`src/hdl/sps_pkg.sv`:
```
// Shared types, widths and register codes for the softened potential sum block.
package sps_pkg;

	// Number formats
	localparam int COORD_FRAC_BITS_DEF = 16;
	localparam int MASS_FRAC_BITS = 16;
	localparam int COORD_W = 32;
	localparam int SUM_W = 64;

	// Datapath widths: r2 < 2^66, floor(sqrt(r2)) < 2^33
	localparam int R2_W = 66;
	localparam int ROOT_W = 33;
	localparam int NUM_W = 80;
	localparam int NUM_HI_W = NUM_W - SUM_W;

	// Serial unit lengths, two result bits per cycle
	localparam int SQ_CYCLES = 18;
	localparam int DIV_CYCLES = 32;

	// Configuration register indexes
	localparam int CFG_IDX_W = 3;
	localparam logic [CFG_IDX_W-1:0] REG_LOC_X = 3'd0;
	localparam logic [CFG_IDX_W-1:0] REG_LOC_Y = 3'd1;
	localparam logic [CFG_IDX_W-1:0] REG_LOC_Z = 3'd2;
	localparam logic [CFG_IDX_W-1:0] REG_SOFTENING = 3'd3;
	localparam logic [CFG_IDX_W-1:0] REG_GRAV_CONST = 3'd4;

	localparam logic [COORD_W-1:0] GRAV_RESET = 32'h0001_0000;

	// One particle
	typedef struct packed {
		logic signed [COORD_W-1:0] pos_x;
		logic signed [COORD_W-1:0] pos_y;
		logic signed [COORD_W-1:0] pos_z;
		logic [COORD_W-1:0]        mass;
		logic                      last;
	} sps_in_t;

	// One result
	typedef struct packed {
		logic signed [SUM_W-1:0] potential;
		logic                    saturated;
	} sps_out_t;

endpackage

```
`src/hdl/sps_isqrt.sv`:
```
// Digit-serial integer square root, two root bits per cycle.
module sps_isqrt (
	input  logic                        clk,
	input  logic                        arst_n,
	input  logic                        start,
	input  logic [sps_pkg::R2_W-1:0]    radicand,
	output logic                        done,
	output logic [sps_pkg::ROOT_W-1:0]  root
);

	localparam int RAD_W = 4 * sps_pkg::SQ_CYCLES;
	localparam int RQ_W = 2 * sps_pkg::SQ_CYCLES;
	localparam int REM_W = RQ_W + 2;
	localparam int CNT_W = $clog2(sps_pkg::SQ_CYCLES);

	logic [RAD_W-1:0] rad_q;
	logic [REM_W-1:0] rem_q;
	logic [RQ_W-1:0]  root_q;
	logic [CNT_W-1:0] cnt_q;
	logic             busy_q;
	logic             done_q;

	logic [REM_W-1:0] rem_a, trial_a, rem_a2, rem_b, trial_b, rem_b2;
	logic [RQ_W-1:0]  root_a, root_b;
	logic             ge_a, ge_b;

	// Two restoring steps per cycle, each bringing down one bit pair
	always_comb begin
		rem_a   = {rem_q[REM_W-3:0], rad_q[RAD_W-1 -: 2]};
		trial_a = {root_q, 2'b01};
		ge_a    = rem_a >= trial_a;
		rem_a2  = ge_a ? rem_a - trial_a : rem_a;
		root_a  = {root_q[RQ_W-2:0], ge_a};
		rem_b   = {rem_a2[REM_W-3:0], rad_q[RAD_W-3 -: 2]};
		trial_b = {root_a, 2'b01};
		ge_b    = rem_b >= trial_b;
		rem_b2  = ge_b ? rem_b - trial_b : rem_b;
		root_b  = {root_a[RQ_W-2:0], ge_b};
	end

	// Control
	always_ff @(posedge clk or negedge arst_n) begin
		if (!arst_n) begin
			busy_q <= 1'b0;
			done_q <= 1'b0;
			cnt_q  <= '0;
		end else begin
			done_q <= busy_q && (cnt_q == '0);
			if (start) begin
				busy_q <= 1'b1;
				cnt_q  <= CNT_W'(sps_pkg::SQ_CYCLES - 1);
			end else if (busy_q) begin
				if (cnt_q == '0)
					busy_q <= 1'b0;
				else
					cnt_q <= cnt_q - 1'b1;
			end
		end
	end

	// Datapath
	always_ff @(posedge clk) begin
		if (start) begin
			rad_q  <= RAD_W'(radicand);
			rem_q  <= '0;
			root_q <= '0;
		end else if (busy_q) begin
			rad_q  <= {rad_q[RAD_W-5:0], 4'b0};
			rem_q  <= rem_b2;
			root_q <= root_b;
		end
	end

	assign done = done_q;
	assign root = root_q[sps_pkg::ROOT_W-1:0];

endmodule

```
`src/hdl/sps_div.sv`:
```
// Digit-serial restoring divider, 64 quotient bits at two bits per cycle.
module sps_div (
	input  logic                         clk,
	input  logic                         arst_n,
	input  logic                         start,
	input  logic [sps_pkg::NUM_HI_W-1:0] num_hi,
	input  logic [sps_pkg::SUM_W-1:0]    num_lo,
	input  logic [sps_pkg::ROOT_W-1:0]   divisor,
	output logic                         done,
	output logic [sps_pkg::SUM_W-1:0]    quot
);

	localparam int DW = sps_pkg::ROOT_W;
	localparam int QW = sps_pkg::SUM_W;
	localparam int CNT_W = $clog2(sps_pkg::DIV_CYCLES);

	logic [DW-1:0]    den_q;
	logic [DW-1:0]    rem_q;
	logic [QW-1:0]    q_q;
	logic [CNT_W-1:0] cnt_q;
	logic             busy_q;
	logic             done_q;

	logic [DW:0]   d_a, d_b, s_a, s_b;
	logic [DW-1:0] r_a, r_b;
	logic          ge_a, ge_b;

	// Two steps per cycle; the remainder always stays below the divisor
	always_comb begin
		d_a  = {rem_q, q_q[QW-1]};
		s_a  = d_a - {1'b0, den_q};
		ge_a = d_a >= {1'b0, den_q};
		r_a  = ge_a ? s_a[DW-1:0] : d_a[DW-1:0];
		d_b  = {r_a, q_q[QW-2]};
		s_b  = d_b - {1'b0, den_q};
		ge_b = d_b >= {1'b0, den_q};
		r_b  = ge_b ? s_b[DW-1:0] : d_b[DW-1:0];
	end

	// Control
	always_ff @(posedge clk or negedge arst_n) begin
		if (!arst_n) begin
			busy_q <= 1'b0;
			done_q <= 1'b0;
			cnt_q  <= '0;
		end else begin
			done_q <= busy_q && (cnt_q == '0);
			if (start) begin
				busy_q <= 1'b1;
				cnt_q  <= CNT_W'(sps_pkg::DIV_CYCLES - 1);
			end else if (busy_q) begin
				if (cnt_q == '0)
					busy_q <= 1'b0;
				else
					cnt_q <= cnt_q - 1'b1;
			end
		end
	end

	// Dividend bits shift out of the top as quotient bits enter at the bottom
	always_ff @(posedge clk) begin
		if (start) begin
			den_q <= divisor;
			rem_q <= DW'(num_hi);
			q_q   <= num_lo;
		end else if (busy_q) begin
			rem_q <= r_b;
			q_q   <= {q_q[QW-3:0], ge_a, ge_b};
		end
	end

	assign done = done_q;
	assign quot = q_q;

endmodule

```
`src/hdl/softened_potential_sum.sv`:
```
// Top level: Plummer-softened direct-sum potential at one configured point.
//
//  channel | signals                           | payload
//  --------+-----------------------------------+------------------------------
//  in      | in_valid / in_ready / in_item     | pos_x, pos_y, pos_z, mass, last
//  cfg     | cfg_valid / cfg_ready             | cfg_index, cfg_data (32 bit)
//  out     | out_valid / out_ready / out_item  | potential (Q32.32), saturated
//
// A particle passes from acceptance to the next free input slot through the
// shared 32x32 multiplier to form r^2, the square root (18 steps of two bits)
// and the divider (32 steps of two bits), then the accumulate. A zero
// distance or oversized term skips the divider. The last particle of a set
// also forms G * sum through the same multiplier.
// Reset clears the sum, the flag and the registers (G to 1.0). The result sits
// in an output register; a stalled output holds only the final stage.
module softened_potential_sum #(
	parameter int COORD_FRAC_BITS = sps_pkg::COORD_FRAC_BITS_DEF
) (
	input  logic                            clk,
	input  logic                            arst_n,
	input  logic                            in_valid,
	output logic                            in_ready,
	input  sps_pkg::sps_in_t                in_item,
	input  logic                            cfg_valid,
	output logic                            cfg_ready,
	input  logic [sps_pkg::CFG_IDX_W-1:0]   cfg_index,
	input  logic [sps_pkg::COORD_W-1:0]     cfg_data,
	output logic                            out_valid,
	input  logic                            out_ready,
	output sps_pkg::sps_out_t               out_item
);

	localparam int CW = sps_pkg::COORD_W;
	localparam int SW = sps_pkg::SUM_W;
	localparam int NUM_SHIFT = COORD_FRAC_BITS + 32 - sps_pkg::MASS_FRAC_BITS;

	localparam logic [2:0] ST_IDLE = 3'd0;
	localparam logic [2:0] ST_SQR  = 3'd1;
	localparam logic [2:0] ST_ROOT = 3'd2;
	localparam logic [2:0] ST_DIV  = 3'd3;
	localparam logic [2:0] ST_ACC  = 3'd4;
	localparam logic [2:0] ST_MUL0 = 3'd5;
	localparam logic [2:0] ST_MUL1 = 3'd6;
	localparam logic [2:0] ST_FIN  = 3'd7;

	localparam logic [2:0] PH_LAST_OP  = 3'd3;
	localparam logic [2:0] PH_LAST_ACC = 3'd5;
	localparam logic [2:0] PH_DONE     = 3'd6;

	// Configuration registers
	logic [CW-1:0] loc_x_q, loc_y_q, loc_z_q, soft_q, grav_q;

	// Control and datapath registers
	logic [2:0]                  state_q;
	logic [2:0]                  phase_q;
	sps_pkg::sps_in_t            item_q;
	logic [CW-1:0]               op_q;
	logic [SW-1:0]               prod_q;
	logic [SW-1:0]               lo_q;
	logic [sps_pkg::R2_W-1:0]    r2_q;
	logic [SW-1:0]               term_q;
	logic                        ovf_q;
	logic [SW-1:0]               sum_q;
	logic                        flag_q;
	logic                        out_valid_q;
	sps_pkg::sps_out_t           out_q;

	// Combinational signals
	logic [CW-1:0]                 op_a, op_b, abs_d;
	logic [CW:0]                   diff;
	logic [CW-1:0]                 mul_a, mul_b;
	logic [SW-1:0]                 mul_p;
	logic [sps_pkg::NUM_W-1:0]     num;
	logic                          sq_start, sq_done;
	logic [sps_pkg::ROOT_W-1:0]    sq_root;
	logic                          dv_start, dv_done;
	logic [SW-1:0]                 dv_quot;
	logic                          term_sat;
	logic [SW:0]                   acc;
	logic [SW+CW-1:0]              gprod;
	logic [SW+CW-17:0]             mag_full;
	logic                          clamp;
	logic [SW-1:0]                 mag;
	logic                          out_free;

	assign in_ready  = (state_q == ST_IDLE);
	assign cfg_ready = 1'b1;
	assign out_valid = out_valid_q;
	assign out_item  = out_q;
	assign out_free  = !out_valid_q || out_ready;

	// Register writes
	always_ff @(posedge clk or negedge arst_n) begin
		if (!arst_n) begin
			loc_x_q <= '0;
			loc_y_q <= '0;
			loc_z_q <= '0;
			soft_q  <= '0;
			grav_q  <= sps_pkg::GRAV_RESET;
		end else if (cfg_valid) begin
			unique case (cfg_index)
				sps_pkg::REG_LOC_X:      loc_x_q <= cfg_data;
				sps_pkg::REG_LOC_Y:      loc_y_q <= cfg_data;
				sps_pkg::REG_LOC_Z:      loc_z_q <= cfg_data;
				sps_pkg::REG_SOFTENING:  soft_q  <= cfg_data;
				sps_pkg::REG_GRAV_CONST: grav_q  <= cfg_data;
				default: ;
			endcase
		end
	end

	// Magnitude of one displacement component, or the softening length
	always_comb begin
		unique case (phase_q[1:0])
			2'd0: begin op_a = item_q.pos_x; op_b = loc_x_q; end
			2'd1: begin op_a = item_q.pos_y; op_b = loc_y_q; end
			2'd2: begin op_a = item_q.pos_z; op_b = loc_z_q; end
			default: begin op_a = soft_q; op_b = '0; end
		endcase
		diff = {op_a[CW-1], op_a} - {op_b[CW-1], op_b};
		if (phase_q[1:0] == PH_LAST_OP[1:0])
			abs_d = soft_q;
		else if (diff[CW])
			abs_d = CW'((CW+1)'(0) - diff);
		else
			abs_d = diff[CW-1:0];
	end

	// Shared multiplier: squares, then the two halves of G * sum
	always_comb begin
		if (state_q == ST_SQR) begin
			mul_a = op_q;
			mul_b = op_q;
		end else if (state_q == ST_MUL0) begin
			mul_a = sum_q[CW-1:0];
			mul_b = grav_q;
		end else begin
			mul_a = sum_q[SW-1:CW];
			mul_b = grav_q;
		end
	end
	assign mul_p = mul_a * mul_b;

	// Numerator mass * 2^(frac+16); term overflows when its high part reaches r
	assign num      = sps_pkg::NUM_W'(item_q.mass) << NUM_SHIFT;
	assign term_sat = (sq_root == '0) ||
		({{(sps_pkg::ROOT_W-sps_pkg::NUM_HI_W){1'b0}}, num[sps_pkg::NUM_W-1:SW]} >= sq_root);

	assign sq_start = (state_q == ST_SQR) && (phase_q == PH_DONE);
	assign dv_start = (state_q == ST_ROOT) && sq_done && !term_sat;

	sps_isqrt u_isqrt (
		.clk      (clk),
		.arst_n   (arst_n),
		.start    (sq_start),
		.radicand (r2_q),
		.done     (sq_done),
		.root     (sq_root)
	);

	sps_div u_div (
		.clk     (clk),
		.arst_n  (arst_n),
		.start   (dv_start),
		.num_hi  (num[sps_pkg::NUM_W-1:SW]),
		.num_lo  (num[SW-1:0]),
		.divisor (sq_root),
		.done    (dv_done),
		.quot    (dv_quot)
	);

	// Saturating accumulate and the final scaling by G
	assign acc      = {1'b0, sum_q} + {1'b0, term_q};
	assign gprod    = {prod_q, {CW{1'b0}}} + {{CW{1'b0}}, lo_q};
	assign mag_full = gprod[SW+CW-1:16];
	assign clamp    = mag_full > {{(CW-16){1'b0}}, 1'b1, {(SW-1){1'b0}}};
	assign mag      = clamp ? {1'b1, {(SW-1){1'b0}}} : mag_full[SW-1:0];

	// Sequencer and control state
	always_ff @(posedge clk or negedge arst_n) begin
		if (!arst_n) begin
			state_q     <= ST_IDLE;
			phase_q     <= '0;
			sum_q       <= '0;
			flag_q      <= 1'b0;
			ovf_q       <= 1'b0;
			out_valid_q <= 1'b0;
		end else begin
			// Output register: set on emission, cleared once taken
			if (state_q == ST_FIN && out_free)
				out_valid_q <= 1'b1;
			else if (out_valid_q && out_ready)
				out_valid_q <= 1'b0;
			unique case (state_q)
				ST_IDLE: begin
					if (in_valid) begin
						phase_q <= '0;
						ovf_q   <= 1'b0;
						state_q <= ST_SQR;
					end
				end
				ST_SQR: begin
					phase_q <= phase_q + 1'b1;
					if (phase_q == PH_DONE)
						state_q <= ST_ROOT;
				end
				ST_ROOT: begin
					if (sq_done) begin
						if (term_sat) begin
							ovf_q   <= 1'b1;
							state_q <= ST_ACC;
						end else begin
							state_q <= ST_DIV;
						end
					end
				end
				ST_DIV: begin
					if (dv_done)
						state_q <= ST_ACC;
				end
				ST_ACC: begin
					sum_q   <= acc[SW] ? '1 : acc[SW-1:0];
					flag_q  <= flag_q | ovf_q | acc[SW];
					state_q <= item_q.last ? ST_MUL0 : ST_IDLE;
				end
				ST_MUL0: state_q <= ST_MUL1;
				ST_MUL1: state_q <= ST_FIN;
				ST_FIN: begin
					if (out_free) begin
						sum_q   <= '0;
						flag_q  <= 1'b0;
						state_q <= ST_IDLE;
					end
				end
			endcase
		end
	end

	// Payload registers
	always_ff @(posedge clk) begin
		if (in_valid && in_ready) begin
			item_q <= in_item;
			r2_q   <= '0;
		end
		if (state_q == ST_SQR) begin
			if (phase_q <= PH_LAST_OP)
				op_q <= abs_d;
			if (phase_q != '0 && phase_q <= PH_LAST_OP + 3'd1)
				prod_q <= mul_p;
			if (phase_q >= 3'd2 && phase_q <= PH_LAST_ACC)
				r2_q <= r2_q + sps_pkg::R2_W'(prod_q);
		end
		if (state_q == ST_ROOT && sq_done && term_sat)
			term_q <= '1;
		if (state_q == ST_DIV && dv_done)
			term_q <= dv_quot;
		if (state_q == ST_MUL0)
			prod_q <= mul_p;
		if (state_q == ST_MUL1) begin
			lo_q   <= prod_q;
			prod_q <= mul_p;
		end
		if (state_q == ST_FIN && out_free) begin
			out_q.potential <= SW'(0) - mag;
			out_q.saturated <= flag_q | clamp;
		end
	end

endmodule
```
`config.mk`:
```
export PLATFORM = sky130hd
export DESIGN_NAME = softened_potential_sum
export DESIGN_NICKNAME = d
export VERILOG_FILES = /design/src/hdl/sps_pkg.sv /design/src/hdl/sps_isqrt.sv /design/src/hdl/sps_div.sv /design/src/hdl/softened_potential_sum.sv
export SDC_FILE = /design/constraint.sdc
export NUM_CORES = 2
export LEC_CHECK = 0
export BUFFER_PORTS_ARGS = -buffer_cell sky130_fd_sc_hd__buf_2
export CORE_MARGIN = 4
export CORE_UTILIZATION = 42
export CTS_BUF_LIST = sky130_fd_sc_hd__clkbuf_8
export DETAILED_ROUTE_END_ITERATION = 8
export PLACE_DENSITY = 0.59
export SETUP_SLACK_MARGIN = 0.3
export SLEW_MARGIN = 40
export SYNTH_ARGS = -nofsm -noshare
export SYNTH_HDL_FRONTEND = slang
export SYNTH_SLANG_ARGS = --single-unit
```
`constraint.sdc`:
```
create_clock -name clk -period 14.2 [get_ports clk]
set_clock_uncertainty 0.1 [all_clocks]
set_input_delay 0.71 -clock clk [delete_from_list [all_inputs] [get_ports clk]]
set_output_delay 0.71 -clock clk [all_outputs]
set_load 0.05 [all_outputs]
```
==> results_dict.tcl <==
set metrics [dict create \
    yosysUniqueCellTypes 104 \
    finalNonFillerCells 13000 \
    drc 0 \
    grt-ovfl-total 0 \
    syn2layout_area_growth_pct 11.1 \
    place_area_um2 95700 \
    outcome "finished, final reports clean" \
    slew_headroom_pct 37.6 \
    row_count 170 \
    synth_ff_type "edfxtp_1" \
    die-area_um2 224000 \
    holdPathStages 3 \
    cts_root_buf "clkbuf_8" \
    clock.fmax_ghz 0.0884 \
    synth_seq_cells 989 \
    setup_violations 0 \
    wl_per_cell_um 22.9 \
    arrival_ps 11850 \
    fin_tns_setup_ps 0 \
    cts_max_level 4 \
    start_util_pct 42.3 \
    ant_nets 0 \
    grt_pass1_wl_um 456000 \
    cts_resized 0 \
    dp_hpwl_um 224000 \
    clk_path_buf_depth 3 \
    required_ps 14740 \
    vias 73800 \
    hold_viol_final 0 \
    drv_slew 0 \
    place_inst 12500 \
    clkTransAtPathRegs_ps 70 \
    final_layout_size_suffix_gt1_share_pct 10.6 \
    hold_buffers 163 \
    min_period_ps 11310 \
    numCtsBuffers 178 \
    first_pass_iters 6 \
    cts_sinks 989 \
    crit_path_end_kind "register" \
    reg2regPathDepth 33 \
    track_usage_pct 26.4 \
    die_w_um 473 \
    post_cts_buffers 0 \
    core_area_um2 215000 \
    yosys_warnings 0 \
    avgViaCountPerCell 5.67 \
    port_buffers 235 \
    cts_tree "done" \
    max_stage_delay_ps 810 \
    syn_nets 11400 \
    synth-async-reset-ratio_pct 25.0 \
    crit_family "adder cells" \
    pin_count 237 \
    synth_cells 9737 \
    layout_commonest_cell "nand2_1" \
    maxCapViolCount 0 \
    gp_congestion 0.951 \
    fin_nets 11700 \
    rsz0062_at_grt "no" \
    finalCritPeriodShare_pct 79.6 \
    layout_common_cells "nand2_1, inv_1, nor2_1, fa_1, ha_1" \
    cp.buffers_inverters 6 \
    clk-insertion-delay-late_ps 970 \
    critical_path_class "reg2reg" \
    crit_top_cell "fa_1" \
    critPathSlowestCell "dfrtp_1" \
    routed_wl_um 298000 \
    avgSynthCellArea_um2 9.35 \
    die_h_um 473 \
    path_max_fanout 48 \
    hold_path_class "in2reg" \
    synth_edf_count 533 \
    first_iter_violations 6713 \
    worstSetupStartpointType "register" \
    grt_max_degree 110 \
    cp.depth 33 \
    seq_area_frac_synth_pct 29.0 \
    stdcell_area_um2 101000 \
    syn_area_um2 91000 \
    grt_pass1_vias 75100 \
    antenna_found_initial 13 \
    worst_slew_pin_slew_ps 934 \
]
==> worst register-to-register path, delay by kind of cell (launching register included) <==
kind                       cells  cell delay, ps
adders and majority gates      9            3740
xor gates and xnor gates       1             150
buffers and inverters          6             970
and+or+nand+nor                6            2110
AOI/OAI and AO/OA             11            3130
DFF                            1             810
==> flip-flops by register name, summed over array words and instances (netlist names), 33 cells and up <==
register        cells
prod_q             64
u_isqrt.rem_q      36
item_q            129
r2_q               66
u_isqrt.root_q     36
term_q             64
sum_q              64
u_div.rem_q        33
u_div.quot         64
lo_q               48
u_div.den_q        33
u_isqrt.rad_q      72
out_item           65
==> cells by family after synthesis <==
logic type	synth area share (%)
AOI/OAI and AO/OA	13.0
xor gates and xnor gates	4.16
adders and majority gates	28.2
buffers and inverters	6.25
DFF	29.0
muxes	4.51
other	0.00412
and+or+nand+nor	14.9
==> path summary, 6_finish.rpt <==
path | start | endpoint | slack (ps)
setup / recovery | state_q[0] | prod_q[62] | 2890
hold / removal | out_ready | out_valid | 160
setup reg to reg | state_q[0] | prod_q[62] | 2890
min in group asynchronous | arst_n | grav_q[24] | 330
hold reg to reg | r2_q[0] | r2_q[0] | 370
max in group asynchronous | arst_n | u_isqrt.busy_q | 11950
==> cell usage after synthesis (16+ instances only) <==
library cell | instances | area share (%)
nand2_1 | 1171 | 4.8
inv_1 | 1061 | 4.4
nor2_1 | 1022 | 4.2
fa_1 | 902 | 20
ha_1 | 608 | 8.4
edfxtp_1 | 533 | 18
a21oi_1 | 532 | 2.9
clkbuf_1 | 391 | 1.6
o21ai_0 | 390 | 2.1
xnor2_1 | 259 | 2.5
a21o_1 | 252 | 2.1
dfrtp_1 | 246 | 6.8
dfxtp_1 | 209 | 4.6
nand3_1 | 207 | 1.1
mux2_2 | 197 | 2.4
mux2i_1 | 188 | 2.1
xor2_1 | 173 | 1.7
or2_2 | 111 | 0.76
o21a_1 | 108 | 0.89
nor3_1 | 94 | 0.52
a31oi_1 | 84 | 0.58
nand4_1 | 72 | 0.49
nand2b_1 | 69 | 0.47
nor2b_1 | 67 | 0.46
a211oi_1 | 59 | 0.49
and3_1 | 58 | 0.40
o21bai_1 | 51 | 0.42
a222oi_1 | 36 | 0.40
buf_1 | 36 | 0.15
and2_1 | 33 | 0.23
or3_1 | 33 | 0.23
nor4_1 | 32 | 0.22
o21ai_1 | 30 | 0.16
a22oi_1 | 29 | 0.24
o211ai_1 | 25 | 0.21
and4_1 | 20 | 0.19
o31ai_1 | 20 | 0.16
a211o_1 | 19 | 0.18
o31a_1 | 19 | 0.18
o22ai_1 | 17 | 0.12
a221o_1 | 16 | 0.18
buf_2 | 16 | 0.088
==> metal layers <==
metal	vias to the layer above	track usage, %	routed length [um]	part of all wire [%]
li1	33500	-	-	-
met5	-	0	83	0.028
met2	3135	41.1	132000	44
met4	12	10.8	13900	4.7
met3	674	5.72	25500	8.6
met1	36500	35.6	126000	42
==> cell type report <==
cell class	count	area, um^2
fill	20100	114000
multi-input combinational	7240	59400
sequential	989	26400
timing repair buffer	543	4030
inverter	1063	4000
tap	2838	3550
clock buffer	189	2600
clock inverter	143	1110
antenna	6	15.0
==> through the flow <==
step | hold slack, ps | setup slack (ps) | util [%]
after detailed placement | 360 | 3040 | 44.5
after global placement | 355 | 3180 | 44.4
after CTS | 77.8 | 2980 | 47.0
after floorplan | 314 | 4410 | -
after global routing | 146 | 2360 | 47.0
final | 157 | 2890 | 47.0
Power is left out: the tool's default activity adds up to more than one toggle a clock period on the data nets, which glitch-free logic cannot reach.
